### config.mk
export PLATFORM = sky130hd
export DESIGN_NAME = sync_start_length_deframer_core
export DESIGN_NICKNAME = d
export VERILOG_FILES = /design/src/hdl/ssld_pkg.sv /design/src/hdl/sync_start_length_deframer_core.sv /design/src/hdl/ssld_cfg_regs.sv /design/src/hdl/ssld_frame_fsm.sv /design/src/hdl/ssld_out_reg.sv
export SDC_FILE = /design/constraint.sdc
export NUM_CORES = 1
export LEC_CHECK = 0
export ABC_AREA = 0
export BUFFER_PORTS_ARGS = -buffer_cell sky130_fd_sc_hd__buf_2
export CAP_MARGIN = 20
export CORE_AREA = 3 3 109 111
export DETAILED_ROUTE_END_ITERATION = 10
export DIE_AREA = 0 0 112 114
export GPL_ROUTABILITY_DRIVEN = 0
export PLACE_DENSITY = 0.75
export SLEW_MARGIN = 10
export SYNTH_ARGS = -nofsm -noshare
export SYNTH_HDL_FRONTEND = slang
export SYNTH_SLANG_ARGS = --single-unit
### constraint.sdc
create_clock -name clk -period 4.5 [get_ports clk]
set_clock_uncertainty 0.05 [all_clocks]
set_input_delay 0.675 -clock clk [delete_from_list [all_inputs] [get_ports clk]]
set_output_delay 0.675 -clock clk [all_outputs]
set_load 0.02 [all_outputs]
### src/hdl/ssld_pkg.sv
// Shared types and constants for the sync/start/length deframer.
// No dependencies; imported by every module in hdl/.
package ssld_pkg;

    localparam int unsigned BYTE_W = 8;
    localparam int unsigned LEN_W  = 16;
    localparam int unsigned IDX_W  = 2;

    localparam logic [IDX_W-1:0] REG_SYNC_VALUE  = 2'd0;
    localparam logic [IDX_W-1:0] REG_START_VALUE = 2'd1;
    localparam logic [IDX_W-1:0] REG_MAX_LENGTH  = 2'd2;

    localparam logic [BYTE_W-1:0] SYNC_RESET  = 8'hAA;
    localparam logic [BYTE_W-1:0] START_RESET = 8'h55;
    localparam logic [LEN_W-1:0]  MAXLEN_RESET = 16'hFFFF;

    typedef enum logic [2:0] {
        PH_HUNT    = 3'd0,
        PH_START   = 3'd1,
        PH_ID      = 3'd2,
        PH_LEN_LO  = 3'd3,
        PH_LEN_HI  = 3'd4,
        PH_PAYLOAD = 3'd5
    } ssld_phase_t;

    typedef struct packed {
        logic [BYTE_W-1:0] sync_value;
        logic [BYTE_W-1:0] start_value;
        logic [LEN_W-1:0]  max_length;
    } ssld_cfg_t;

    typedef struct packed {
        logic [BYTE_W-1:0] packet_id;
        logic [BYTE_W-1:0] payload_byte;
        logic [LEN_W-1:0]  byte_offset;
        logic [LEN_W-1:0]  packet_length;
        logic              last_byte;
    } ssld_result_t;

endpackage

### src/hdl/sync_start_length_deframer_core.sv
// Top level of the sync/start/length packet deframer.
// Depends on ssld_pkg, ssld_cfg_regs, ssld_frame_fsm, ssld_out_reg.
//
// One received byte per beat on rx_byte; one beat is accepted every clock
// cycle while the output is drained. Each byte passes the input register and
// is parsed from it while the result register is open; a payload byte is then
// written to the result register, which drives out_valid. While a held result
// is stalled, the input register cannot advance and in_stall follows out_stall
// in the same cycle. Frames are sync, start, id, length low, length high, then
// payload. Headers with a zero length or a length above max_length are dropped
// without output. Configuration writes are taken every cycle (cfg_ready is
// always high) and should be made only while no frame is in progress.
module sync_start_length_deframer_core (
    input  logic                        clk,
    input  logic                        rst_n,
    input  logic                        in_valid,
    output logic                        in_stall,
    input  logic [ssld_pkg::BYTE_W-1:0] rx_byte,
    output logic                        out_valid,
    input  logic                        out_stall,
    output logic [ssld_pkg::BYTE_W-1:0] packet_id,
    output logic [ssld_pkg::BYTE_W-1:0] payload_byte,
    output logic [ssld_pkg::LEN_W-1:0]  byte_offset,
    output logic [ssld_pkg::LEN_W-1:0]  packet_length,
    output logic                        last_byte,
    input  logic                        cfg_valid,
    output logic                        cfg_ready,
    input  logic [ssld_pkg::IDX_W-1:0]  cfg_index,
    input  logic [ssld_pkg::LEN_W-1:0]  cfg_data
);
    import ssld_pkg::*;

    ssld_cfg_t    cfg;
    ssld_result_t res;
    logic         res_valid;
    logic         res_open;

    ssld_cfg_regs u_cfg (
        .clk       (clk),
        .rst_n     (rst_n),
        .cfg_valid (cfg_valid),
        .cfg_ready (cfg_ready),
        .cfg_index (cfg_index),
        .cfg_data  (cfg_data),
        .cfg       (cfg)
    );

    ssld_frame_fsm u_fsm (
        .clk       (clk),
        .rst_n     (rst_n),
        .in_valid  (in_valid),
        .in_stall  (in_stall),
        .rx_byte   (rx_byte),
        .cfg       (cfg),
        .res_open  (res_open),
        .res_valid (res_valid),
        .res       (res)
    );

    ssld_out_reg u_out (
        .clk           (clk),
        .rst_n         (rst_n),
        .res_valid     (res_valid),
        .res           (res),
        .res_open      (res_open),
        .out_valid     (out_valid),
        .out_stall     (out_stall),
        .packet_id     (packet_id),
        .payload_byte  (payload_byte),
        .byte_offset   (byte_offset),
        .packet_length (packet_length),
        .last_byte     (last_byte)
    );

endmodule

### src/hdl/ssld_cfg_regs.sv
// Configuration register file: sync value, start value, maximum length.
// Depends on ssld_pkg.
module ssld_cfg_regs (
    input  logic                        clk,
    input  logic                        rst_n,
    input  logic                        cfg_valid,
    output logic                        cfg_ready,
    input  logic [ssld_pkg::IDX_W-1:0]  cfg_index,
    input  logic [ssld_pkg::LEN_W-1:0]  cfg_data,
    output ssld_pkg::ssld_cfg_t         cfg
);
    import ssld_pkg::*;

    ssld_cfg_t cfg_reg;
    ssld_cfg_t cfg_next;

    assign cfg_ready = 1'b1;
    assign cfg       = cfg_reg;

    always_comb
    begin
        cfg_next = cfg_reg;
        if (cfg_valid)
        begin
            case (cfg_index)
                REG_SYNC_VALUE:  cfg_next.sync_value  = cfg_data[BYTE_W-1:0];
                REG_START_VALUE: cfg_next.start_value = cfg_data[BYTE_W-1:0];
                REG_MAX_LENGTH:  cfg_next.max_length  = cfg_data;
                default:         cfg_next = cfg_reg;
            endcase
        end
    end

    always_ff @(posedge clk or negedge rst_n)
    begin
        if (!rst_n)
        begin
            cfg_reg.sync_value  <= SYNC_RESET;
            cfg_reg.start_value <= START_RESET;
            cfg_reg.max_length  <= MAXLEN_RESET;
        end
        else
        begin
            cfg_reg <= cfg_next;
        end
    end

endmodule

### src/hdl/ssld_frame_fsm.sv
// Input beat register and frame parser state machine.
// Depends on ssld_pkg; feeds ssld_out_reg.
module ssld_frame_fsm (
    input  logic                        clk,
    input  logic                        rst_n,
    input  logic                        in_valid,
    output logic                        in_stall,
    input  logic [ssld_pkg::BYTE_W-1:0] rx_byte,
    input  ssld_pkg::ssld_cfg_t         cfg,
    input  logic                        res_open,
    output logic                        res_valid,
    output ssld_pkg::ssld_result_t      res
);
    import ssld_pkg::*;

    logic              s1_valid_reg, s1_valid_next;
    logic [BYTE_W-1:0] s1_byte_reg;
    ssld_phase_t       phase_reg, phase_next;
    logic [BYTE_W-1:0] held_id_reg, held_id_next;
    logic [LEN_W-1:0]  held_length_reg, held_length_next;
    logic [LEN_W-1:0]  bytes_seen_reg, bytes_seen_next;
    logic [LEN_W-1:0]  seen_inc;
    logic [LEN_W-1:0]  hdr_length;
    logic              last;
    logic              s1_go;
    logic              take_in;

    assign s1_go    = s1_valid_reg && res_open;
    assign in_stall = s1_valid_reg && !res_open;
    assign take_in  = in_valid && !in_stall;

    assign seen_inc   = bytes_seen_reg + 16'd1;
    assign hdr_length = {s1_byte_reg, held_length_reg[BYTE_W-1:0]};
    assign last       = (seen_inc == held_length_reg) || (held_length_reg == '0);

    always_comb
    begin
        s1_valid_next    = take_in ? 1'b1 : (s1_go ? 1'b0 : s1_valid_reg);
        phase_next       = phase_reg;
        held_id_next     = held_id_reg;
        held_length_next = held_length_reg;
        bytes_seen_next  = bytes_seen_reg;
        res_valid        = 1'b0;
        res.packet_id     = held_id_reg;
        res.payload_byte  = s1_byte_reg;
        res.byte_offset   = bytes_seen_reg;
        res.packet_length = held_length_reg;
        res.last_byte     = last;
        if (s1_go)
        begin
            case (phase_reg)
                PH_HUNT:
                begin
                    if (s1_byte_reg == cfg.sync_value)
                        phase_next = PH_START;
                end
                PH_START:
                begin
                    phase_next = (s1_byte_reg == cfg.start_value) ? PH_ID : PH_HUNT;
                end
                PH_ID:
                begin
                    held_id_next = s1_byte_reg;
                    phase_next   = PH_LEN_LO;
                end
                PH_LEN_LO:
                begin
                    held_length_next = {{(LEN_W-BYTE_W){1'b0}}, s1_byte_reg};
                    phase_next       = PH_LEN_HI;
                end
                PH_LEN_HI:
                begin
                    held_length_next = hdr_length;
                    if (hdr_length != '0 && hdr_length <= cfg.max_length)
                    begin
                        bytes_seen_next = '0;
                        phase_next      = PH_PAYLOAD;
                    end
                    else
                    begin
                        phase_next = PH_HUNT;
                    end
                end
                PH_PAYLOAD:
                begin
                    res_valid       = 1'b1;
                    bytes_seen_next = seen_inc;
                    if (last)
                        phase_next = PH_HUNT;
                end
                default:
                begin
                    phase_next = PH_HUNT;
                end
            endcase
        end
    end

    always_ff @(posedge clk or negedge rst_n)
    begin
        if (!rst_n)
        begin
            s1_valid_reg    <= 1'b0;
            phase_reg       <= PH_HUNT;
            held_id_reg     <= '0;
            held_length_reg <= '0;
            bytes_seen_reg  <= '0;
        end
        else
        begin
            s1_valid_reg    <= s1_valid_next;
            phase_reg       <= phase_next;
            held_id_reg     <= held_id_next;
            held_length_reg <= held_length_next;
            bytes_seen_reg  <= bytes_seen_next;
        end
    end

    always_ff @(posedge clk)
    begin
        if (take_in)
            s1_byte_reg <= rx_byte;
    end

    a_payload_len_nonzero: assert property (@(posedge clk) disable iff (!rst_n)
        phase_reg == PH_PAYLOAD |-> held_length_reg != '0)
        else $error("payload phase with zero held length");

    a_seen_below_len: assert property (@(posedge clk) disable iff (!rst_n)
        phase_reg == PH_PAYLOAD |-> bytes_seen_reg < held_length_reg)
        else $error("payload count reached held length");

    a_last_returns_hunt: assert property (@(posedge clk) disable iff (!rst_n)
        res_valid && res.last_byte |=> phase_reg == PH_HUNT)
        else $error("last payload beat did not return to hunt");

    a_result_only_payload: assert property (@(posedge clk) disable iff (!rst_n)
        res_valid |-> s1_go && phase_reg == PH_PAYLOAD)
        else $error("result outside payload phase");

endmodule

### src/hdl/ssld_out_reg.sv
// Result register between the parser and the output channel.
// Depends on ssld_pkg; driven by ssld_frame_fsm.
module ssld_out_reg (
    input  logic                        clk,
    input  logic                        rst_n,
    input  logic                        res_valid,
    input  ssld_pkg::ssld_result_t      res,
    output logic                        res_open,
    output logic                        out_valid,
    input  logic                        out_stall,
    output logic [ssld_pkg::BYTE_W-1:0] packet_id,
    output logic [ssld_pkg::BYTE_W-1:0] payload_byte,
    output logic [ssld_pkg::LEN_W-1:0]  byte_offset,
    output logic [ssld_pkg::LEN_W-1:0]  packet_length,
    output logic                        last_byte
);
    import ssld_pkg::*;

    logic         out_valid_reg, out_valid_next;
    ssld_result_t out_data_reg;

    assign res_open       = !out_valid_reg || !out_stall;
    assign out_valid_next = res_open ? res_valid : out_valid_reg;

    assign out_valid     = out_valid_reg;
    assign packet_id     = out_data_reg.packet_id;
    assign payload_byte  = out_data_reg.payload_byte;
    assign byte_offset   = out_data_reg.byte_offset;
    assign packet_length = out_data_reg.packet_length;
    assign last_byte     = out_data_reg.last_byte;

    always_ff @(posedge clk or negedge rst_n)
    begin
        if (!rst_n)
            out_valid_reg <= 1'b0;
        else
            out_valid_reg <= out_valid_next;
    end

    always_ff @(posedge clk)
    begin
        if (res_open && res_valid)
            out_data_reg <= res;
    end

    a_offset_in_range: assert property (@(posedge clk) disable iff (!rst_n)
        out_valid_reg |-> out_data_reg.byte_offset < out_data_reg.packet_length)
        else $error("offset not below packet length");

    a_last_at_end: assert property (@(posedge clk) disable iff (!rst_n)
        out_valid_reg && out_data_reg.last_byte |->
            ({1'b0, out_data_reg.byte_offset} + 17'd1)
                == {1'b0, out_data_reg.packet_length})
        else $error("last flag not on final offset");

    a_no_overwrite: assert property (@(posedge clk) disable iff (!rst_n)
        out_valid_reg && out_stall |-> !res_open)
        else $error("held result could be overwritten");

endmodule

==> results.cfg, run 1 <==
[outcome]
status = completed

[yosys]
ys_seq_elements = 134
synth_edf_count = 57
ys_async_sr_fraction_pct = 57.5
yosysWarnings = 0
synth_top_area_share_pct = 28.3
ys_seq_area_share_pct = 60.7
yosys-top-cells-area = edfxtp_1, dfrtp_1, dfstp_2
netlist_area_mm2 = 0.00604
synth_area_leader_cell = edfxtp_1
synthFlopType = edfxtp_1
netlist_instances = 489
synth_area_per_cell_um2 = 12.4
ys_types = 56
synth_nets = 537

[grt]
antenna_found_initial = 0
grt_pass1_vias = 4430
grt_pass1_wl_mm = 22.1
grt_max_degree = 49
grt_overflow = 0
gr-usage-all-layers_pct = 22.4

[routing]
drtAntennaViolNets = 0
firstDrtPassIters = 5
post-route-drc-count = 0
wirelength_mm = 13.3
via_per_inst = 5.76
via_count = 4193
routedWlPerCell_um = 18.3
drtIter0Drc = 322

[clock_tree]
clkTransAtPathRegs_ps = 60
cts_tree = yes
cts_max_path_buffers = 2
holdBufCountCts = 0
cts_root_buffer = clkbuf_8
cts_inserted_buffers = 17
cts.sinks = 134
h-tree-depth = 4
post-cts-setup-buffers = 0
ctsResizeCount = 0
clk_latency_ps = 530

[die]
die_area_mm2 = 0.0128
initial_core_util_pct = 55.5
die_w_um = 112
rows = 38
placeableCoreArea_mm2 = 0.0109
die_y_um = 114
pin_count = 83

[setup_path]
startpoint_type = flop
path_class = reg -> reg
worstPathCellList = ha_1, nand4_1, or3b_2, xnor2_1, a2111oi_2, nand4_1, and3_1, a2111o_1
crit_path_top_delay_cell = or3b_2
critical_path.max_fanout = 8
critPathCaptureType = flop
r2r_end = u_fsm.phase_reg[0]$_DFFE_PN0P_
reg2regPathDepth = 8
r2r-start = u_fsm.bytes_seen_reg[0]$_DFFE_PN0P_
arrival_ps = 3380
slowest_delay_ps = 550
cp_common_cell = nand4_1
worst_ep_required_time_ps = 4850
regToRegSetupSlack_ps = 1470

[place]
hpwl_mm = 9.05
numPortBuffers = 81

[timing]
finalSetupTns_ps = 0
clock.fmax_mhz = 330
maxSlewHeadroom_pct = 43.8
fin_hold_ws_ps = 167
fin_crit_ps = 3030
tightestPinTransition_ps = 841
setup_viol = 0
slew_viol_final = 0
post-route-period-util_pct = 67.4
rsz0062_at_grt = false
hold_viol = 0

[worst_hold_path]
hold_path.class = in -> async

[run]
drv_cap = 0

[cells_and_area]
drive_gt1_share_pct = 32.8
nets = 623
largest_reg_flops = 32
synthToLayoutAreaGrowth_pct = 17.9
diodes = 0

[power]
p_leak_nw = 3.21
vdd_drop_max_mv = 0.262
pwr_density_cell_mw_per_mm2 = 405
-- worst max-delay path, delay by kind of cell (launching register included) --
kind                     cells  cell delay, ps
AO/OA/AOI/OAI                2             620
XOR/XNOR                     1             160
adder cells (fa/ha/maj)      1             370
flip-flops                   1             520
AND/OR/NAND/NOR              4            1180
-- kinds of logic (layout without fill, tap and decap cells) --
logic type	after synthesis	in the layout	synth area share [%]
compound gates	78	78	8.09
other cells	1	1	0.0620
simple gates	141	141	12.0
flops	134	134	60.7
xor+xnor	36	36	5.22
mux	42	42	7.78
fa+ha+maj	17	17	3.52
buf+inv	40	139	2.63
-- placed cells by master, fill, tap and decap left out, types with 2 or more instances in the layout --
cell type,instances
buf_2,82
nand2_1,59
edfxtp_1,57
dfrtp_1,53
mux2_2,40
dfstp_2,24
o21ai_0,23
xor2_1,22
inv_1,20
a21oi_1,18
ha_1,17
clkbuf_16,16
a31oi_1,15
nor4_1,14
xnor2_1,14
nand3_1,13
nor2_1,12
nand4_1,10
clkinv_2,5
nor2b_1,4
nor3_1,4
buf_4,4
and3_1,3
nand3b_1,3
a21o_1,3
o211ai_1,3
or3_1,3
inv_6,3
clkinv_4,3
clkinvlp_4,3
and4_1,2
and2_1,2
a221oi_1,2
or4_1,2
o21a_1,2
mux2i_1,2
nor3b_1,2
-- per-stage QoR --
| stage | utilization, % | instance area (um2) | worst slack [ps] | instances | total power [mW] |
|---|---|---|---|---|---|
| after floorplan | - | 6040 | 1450 | 489 | 1.57 |
| after CTS | 65.4 | 7120 | 1460 | 728 | 2.91 |
| after global placement | 60.4 | 6580 | 1600 | 695 | 1.63 |
| after detailed placement | 60.4 | 6580 | 1500 | 696 | 1.65 |
| final | 65.4 | 7120 | 1470 | 728 | 2.89 |
| after global routing | 65.4 | 7120 | 1280 | 728 | 3.02 |
-- power breakdown --
part	switching, mW	total, mW	leakage [nW]	internal [mW]
sequential	0.0509	1.42	1.57	1.37
clock	0.524	1.26	0.264	0.733
combinational	0.107	0.214	1.38	0.107
total	0.682	2.89	3.21	2.20
-- final cells by class --
class,count,area [um2]
inverters,21,78.8
multi-input cells,315,2220
fillers,813,3760
well taps,140,175
clock inverters,15,130
repair buffers,86,440
clock buffers,17,414
flip-flops and latches,134,3670
-- routing by layer --
metal  GRT usage [%]  share of wire [%]
met1            29.2                 42
met2            37.0                 50
met3            5.73                6.8
met4            7.61                1.9
met5               0                  0
-- how the worst max path moves through the flow --
stage                                         from                              to
4_1_cts        u_fsm.bytes_seen_reg[0]$_DFFE_PN0P_  u_fsm.phase_reg[0]$_DFFE_PN0P_
2_1_floorplan       u_fsm.phase_reg[0]$_DFFE_PN0P_  u_out.byte_offset[0]$_DFFE_PP_
5_1_grt        u_fsm.bytes_seen_reg[0]$_DFFE_PN0P_  u_fsm.phase_reg[0]$_DFFE_PN0P_
3_5_place_dp   u_fsm.bytes_seen_reg[0]$_DFFE_PN0P_  u_fsm.phase_reg[2]$_DFFE_PN0P_
3_3_place_gp   u_fsm.bytes_seen_reg[0]$_DFFE_PN0P_  u_fsm.phase_reg[2]$_DFFE_PN0P_
6_report       u_fsm.bytes_seen_reg[0]$_DFFE_PN0P_  u_fsm.phase_reg[0]$_DFFE_PN0P_
-- cell usage after synthesis (2+ instances only) --
cell / n
or3_1: 3
and3_1: 3
edfxtp_1: 57
nand3_1: 13
and4_1: 2
o21ai_0: 23
nor2b_1: 4
xor2_1: 22
xnor2_1: 14
a21o_1: 3
and2_1: 2
dfstp_2: 24
a221oi_1: 2
buf_2: 3
ha_1: 17
o211ai_1: 3
nand2_1: 59
nor3_1: 4
dfrtp_1: 53
nor3b_1: 2
nand3b_1: 3
a31oi_1: 15
a21oi_1: 18
clkbuf_1: 11
nor2_1: 12
o21a_1: 2
mux2_2: 40
buf_1: 3
inv_1: 21
nor4_1: 14
nand4_1: 10
mux2i_1: 2
or4_1: 2
Note: power is estimated with default switching activity, not from simulation.
==> run 2, diff against run 1 <==
--- a/config.mk
+++ b/config.mk
@@ -8,11 +8,11 @@
 export ABC_AREA = 0
 export BUFFER_PORTS_ARGS = -buffer_cell sky130_fd_sc_hd__buf_2
 export CAP_MARGIN = 20
-export CORE_AREA = 3 3 109 111
+export CORE_AREA = 3 3 112 114
 export DETAILED_ROUTE_END_ITERATION = 10
-export DIE_AREA = 0 0 112 114
+export DIE_AREA = 0 0 115 117
 export GPL_ROUTABILITY_DRIVEN = 0
-export PLACE_DENSITY = 0.75
+export PLACE_DENSITY = 0.74
 export SLEW_MARGIN = 10
 export SYNTH_ARGS = -nofsm -noshare
 export SYNTH_HDL_FRONTEND = slang
==> constraint.sdc (replaced) <==
create_clock -name clk -period 2.7 [get_ports clk]
set_clock_uncertainty 0.05 [all_clocks]
set_input_delay 0.405 -clock clk [delete_from_list [all_inputs] [get_ports clk]]
set_output_delay 0.405 -clock clk [all_outputs]
set_load 0.02 [all_outputs]
==> results.cfg, run 2 (same netlist as run 1, synthesis figures left out) <==
[cells_and_area]
largest_reg_flops = 32
nets = 660
utilization_pct = 65.3
fill_cells = 879
layout_common_cells = buf_2, nand2_1, edfxtp_1
multi_input_comb_area_mm2 = 0.00226
regArea_mm2 = 0.00367
diodes = 0
layout_commonest_cell = buf_2
synthToLayoutAreaGrowth_pct = 24.4
drive_gt1_share_pct = 37.1

[timing]
post-route-period-util_pct = 100
setup_viol = 1
tightestPinTransition_ps = 858
finalSetupTns_ps = -11.7
slew_viol_final = 0
fin_ws_ps = -11.7
fin_crit_ps = 2710
fin_hold_ws_ps = -12.4
maxSlewHeadroom_pct = 42.6
clock.fmax_mhz = 369
rsz0062_at_grt = true
hold_viol = 3

[die]
die_y_um = 117
die_w_um = 115
pin_count = 83
placeableCoreArea_mm2 = 0.0115
initial_core_util_pct = 52.5
die_area_mm2 = 0.0135
rows = 39

[clock_tree]
h-tree-depth = 4
cts_root_buffer = clkbuf_16
clk_latency_ps = 420
cts.sinks = 134
cts_tree = yes
cts_inserted_buffers = 17
cts_max_path_buffers = 2
clkTransAtPathRegs_ps = 60

[routing]
firstDrtPassIters = 5
wirelength_mm = 14.4
drtIter0Drc = 411
post-route-drc-count = 0
drtAntennaViolNets = 0
routedWlPerCell_um = 18.7
via_count = 4442
via_per_inst = 5.78

[grt]
gr-usage-all-layers_pct = 22.7
grt_pass1_vias = 4513
antenna_found_initial = 0
grt_max_degree = 43
grt_overflow = 0
grt_pass1_wl_mm = 23.1

[setup_path]
r2r_end = u_fsm.phase_reg[0]$_DFFE_PN0P_
slowest_delay_ps = 590
r2r-start = u_fsm.bytes_seen_reg[1]$_DFFE_PN0P_
worstPathCellList = ha_4, nand4_1, or4_4, xnor2_2, a2111oi_4, nand4_1, and3_1, a2111o_1
crit_path_top_delay_cell = or4_4
path_class = reg -> reg
arrival_ps = 2960
startpoint_type = flop
critical_path.max_fanout = 3
worst_ep_required_time_ps = 2950
cp_common_cell = nand4_1
regToRegSetupSlack_ps = -10
critPathCaptureType = flop
reg2regPathDepth = 8

[power]
pwr_density_cell_mw_per_mm2 = 675
vdd_drop_max_mv = 0.609
p_leak_nw = 3.43

[place]
hpwl_mm = 10.1
numPortBuffers = 81

[outcome]
violations = negative hold slack, negative setup slack
status = complete, but fails checks

[worst_hold_path]
hold_path.class = in -> async

[run]
drv_cap = 0
==> run 2: changes by cell type in the layout (fill, tap and decap cells not counted), moves of 2 or more <==
cell,before,now
buf_4,4,41
clkinv_2,5,3
clkbuf_1,0,2
bufinv_16,1,3
inv_6,3,1
==> run 2: worst max-delay path, delay by kind of cell (launching register included) <==
kind	cells	cell delay, ps
adders and majority gates	1	150
AOI/OAI and AO/OA	2	680
DFF	1	400
and+or+nand+nor	4	1130
xor gates and xnor gates	1	170
==> run 2: layer usage <==
layer	wire [um]	track usage, %	vias up
met5	0	0	-
met4	521	11.1	0
met3	1050	6.32	54
met2	6880	36.8	202
met1	5900	28.3	2146
li1	-	-	2040
==> run 2: per-stage QoR <==
| step | power (mW) | instance area [um2] | cells | worst slack [ps] |
|---|---|---|---|---|
| 6_report | 5.07 | 7520 | 768 | -11.7 |
| 5_1_grt | 5.25 | 7520 | 768 | -107 |
| 4_1_cts | 5.11 | 7450 | 764 | 6.54 |
| 3_5_place_dp | 2.77 | 6840 | 731 | -48.7 |
| 3_3_place_gp | 2.75 | 6840 | 731 | 125 |
| 2_1_floorplan | 2.61 | 6050 | 489 | 30.7 |
==> run 2: power by group <==
part,internal [mW],switching (mW),total [mW]
logic,0.194,0.198,0.392
clock network,1.47,0.860,2.33
registers,2.28,0.0713,2.35
==> run 2: worst max-delay path by stage <==
stage | cells past startpoint | slack [ps] | to | start
3_3_place_gp | 8 | 120 | u_fsm.phase_reg[2]$_DFFE_PN0P_ | u_fsm.bytes_seen_reg[0]$_DFFE_PN0P_
6_report | 8 | -10 | u_fsm.phase_reg[0]$_DFFE_PN0P_ | u_fsm.bytes_seen_reg[1]$_DFFE_PN0P_
4_1_cts | 9 | 7 | u_fsm.bytes_seen_reg[14]$_DFFE_PN0P_ | u_cfg.cfg[15]$_DFFE_PN1P_
3_5_place_dp | 8 | -50 | u_fsm.phase_reg[0]$_DFFE_PN0P_ | u_fsm.bytes_seen_reg[0]$_DFFE_PN0P_
5_1_grt | 8 | -110 | u_fsm.phase_reg[0]$_DFFE_PN0P_ | u_fsm.bytes_seen_reg[1]$_DFFE_PN0P_
2_1_floorplan | 9 | 30 | u_fsm.phase_reg[2]$_DFFE_PN0P_ | u_fsm.bytes_seen_reg[0]$_DFFE_PN0P_
==> run 2: timing repair <==
item                       in CTS  in global routing
hold buffers                    0                  0
setup buffers                   1                  4
gates resized for setup         1                  6
pin swaps                       0                  4
setup endpoints to repair       2                 16
==> run 2: final cells by class <==
cell class	instances	area share (%)
Multi-Input combinational cell	315	30.0
Clock buffer	20	5.94
Clock inverter	12	2.05
Tap cell	143	2.38
Sequential cell	134	48.8
Inverter	21	1.05
Timing Repair Buffer	123	9.75
==> run 3, diff against run 2 <==
--- a/config.mk
+++ b/config.mk
@@ -6,13 +6,14 @@
 export NUM_CORES = 1
 export LEC_CHECK = 0
 export ABC_AREA = 0
-export BUFFER_PORTS_ARGS = -buffer_cell sky130_fd_sc_hd__buf_2
+export BUFFER_PORTS_ARGS = -buffer_cell sky130_fd_sc_hd__buf_4
 export CAP_MARGIN = 20
-export CORE_AREA = 3 3 112 114
+export CORE_AREA = 3 3 109 111
 export DETAILED_ROUTE_END_ITERATION = 10
-export DIE_AREA = 0 0 115 117
+export DIE_AREA = 0 0 112 114
 export GPL_ROUTABILITY_DRIVEN = 0
-export PLACE_DENSITY = 0.74
+export MAX_ROUTING_LAYER = met4
+export PLACE_DENSITY = 0.75
 export SLEW_MARGIN = 10
 export SYNTH_ARGS = -nofsm -noshare
 export SYNTH_HDL_FRONTEND = slang
==> constraint.sdc (replaced) <==
create_clock -name clk -period 3.3 [get_ports clk]
set_clock_uncertainty 0.05 [all_clocks]
set_input_delay 0.495 -clock clk [delete_from_list [all_inputs] [get_ports clk]]
set_output_delay 0.495 -clock clk [all_outputs]
set_load 0.02 [all_outputs]
==> results.cfg, run 3 (same netlist as run 1, synthesis figures left out) <==
[outcome]
status = completed

[place]
hpwl_mm = 9.65
place_inst = 705
placedInstanceArea_mm2 = 0.00685
numPortBuffers = 81
pre_cts_ws_ps = 369

[power]
p_leak_nw = 3.32
vdd_drop_max_mv = 0.301
pwr_density_cell_mw_per_mm2 = 542
power_mw = 4.04

[setup_path]
worstPathCellList = ha_1, nand4_1, or3b_2, xnor2_1, a2111oi_2, nand4_1, and3_1, or3_1
arrival_ps = 3310
startpoint_type = flop
critPathCaptureType = flop
cp_common_cell = nand4_1
crit_buf_inv = 0
crit_path_top_delay_cell = or3b_2
path_class = reg -> reg
crit_family = simple AND/OR/NAND/NOR gates
worst_ep_required_time_ps = 3640
slowest_delay_ps = 550
regToRegSetupSlack_ps = 340
critical_path.max_fanout = 8

[grt]
grt_pass1_vias = 4322
grt_max_degree = 78
antenna_found_initial = 0
gr-usage-all-layers_pct = 23.5
grt_pass1_wl_mm = 22.4
grt_overflow = 0

[cells_and_area]
diodes = 0
layout_commonest_cell = buf_4
utilization_pct = 68.5
finish.cell_count_without_fillers = 739
drive_gt1_share_pct = 33.7
final_cell_area_mm2 = 0.00746
largest_reg_flops = 32
synthToLayoutAreaGrowth_pct = 23.4
layout_common_cells = buf_4, nand2_1, edfxtp_1
fill_cells = 808
nets = 634

[clock_tree]
cts_inserted_buffers = 17
clkTransAtPathRegs_ps = 60
clk_latency_ps = 520
h-tree-depth = 4
cts_tree = yes
cts_root_buffer = clkbuf_8
cts_max_path_buffers = 2
post-cts-setup-buffers = 0
cts.sinks = 134

[die]
placeableCoreArea_mm2 = 0.0109
die_w_um = 112
die_area_mm2 = 0.0128
pin_count = 83
die_y_um = 114
initial_core_util_pct = 55.5
rows = 38

[routing]
post-route-drc-count = 0
via_count = 4306
routedWlPerCell_um = 19.1
drtAntennaViolNets = 0
firstDrtPassIters = 7
via_per_inst = 5.83
wirelength_mm = 14.1
drtIter0Drc = 349

[timing]
post-route-period-util_pct = 89.8
rsz0062_at_grt = false
fin_crit_ps = 2960
fin_ws_ps = 335
tightestPinTransition_ps = 809
finalSetupTns_ps = 0
hold_viol = 0
slew_viol_final = 0
fin_hold_ws_ps = 103
setup_viol = 0
clock.fmax_mhz = 337
maxSlewHeadroom_pct = 45.9

[worst_hold_path]
hold_path.class = in -> reg

[run]
drv_cap = 0
-- run 3: what timing repair did --
| item | CTS | global route |
|---|---|---|
| gates resized for setup | 0 | 0 |
| endpoints found under the hold margin | 0 | 32 |
| hold buffers | 0 | 1 |
-- run 3: final timing paths --
path                                                           from                             endpoint  cells past startpoint
min in group asynchronous                                     rst_n  u_fsm.bytes_seen_reg[2]$_DFFE_PN0P_                      2
max in group asynchronous                                     rst_n            u_cfg.cfg[29]$_DFFE_PN1P_                      3
worst min register to register     u_fsm.held_id_reg[5]$_DFFE_PN0P_         u_out.packet_id[5]$_DFFE_PP_                      0
worst max register to register  u_fsm.bytes_seen_reg[0]$_DFFE_PN0P_       u_fsm.phase_reg[2]$_DFFE_PN0P_                      8
worst min-delay path                                     rx_byte[6]       u_fsm.s1_byte_reg[6]$_DFFE_PP_                      1
worst max-delay path            u_fsm.bytes_seen_reg[0]$_DFFE_PN0P_       u_fsm.phase_reg[2]$_DFFE_PN0P_                      8
-- run 3: final cells by class --
| type | instances | area, um2 | share of cell area (%) |
|---|---|---|---|
| clock buffer | 22 | 484 | 6.49 |
| clock inverter | 10 | 93.8 | 1.26 |
| inverter | 21 | 78.8 | 1.06 |
| multi-input combinational | 315 | 2220 | 29.7 |
| sequential | 134 | 3670 | 49.2 |
| tap | 140 | 175 | 2.35 |
| timing repair buffer | 97 | 743 | 9.96 |
-- run 3: worst register-to-register path, delay by kind of cell (launching register included) --
kind            cells  cell delay (ps)
flops               1              510
fa+ha+maj           1              360
simple gates        5             1480
xor+xnor            1              160
compound gates      1              280
-- run 3: metal layers --
metal	wire [um]	track usage, %	vias up
met1	5830	29.8	2116
met4	299	10.3	0
li1	-	-	1975
met3	965	5.09	25
met2	6990	36.9	190
met5	0	-	-
-- run 3: power breakdown --
part	switching, mW	internal, mW
Combinational	0.157	0.165
Sequential	0.0610	1.86
Clock	0.696	1.10
Total	0.914	3.13
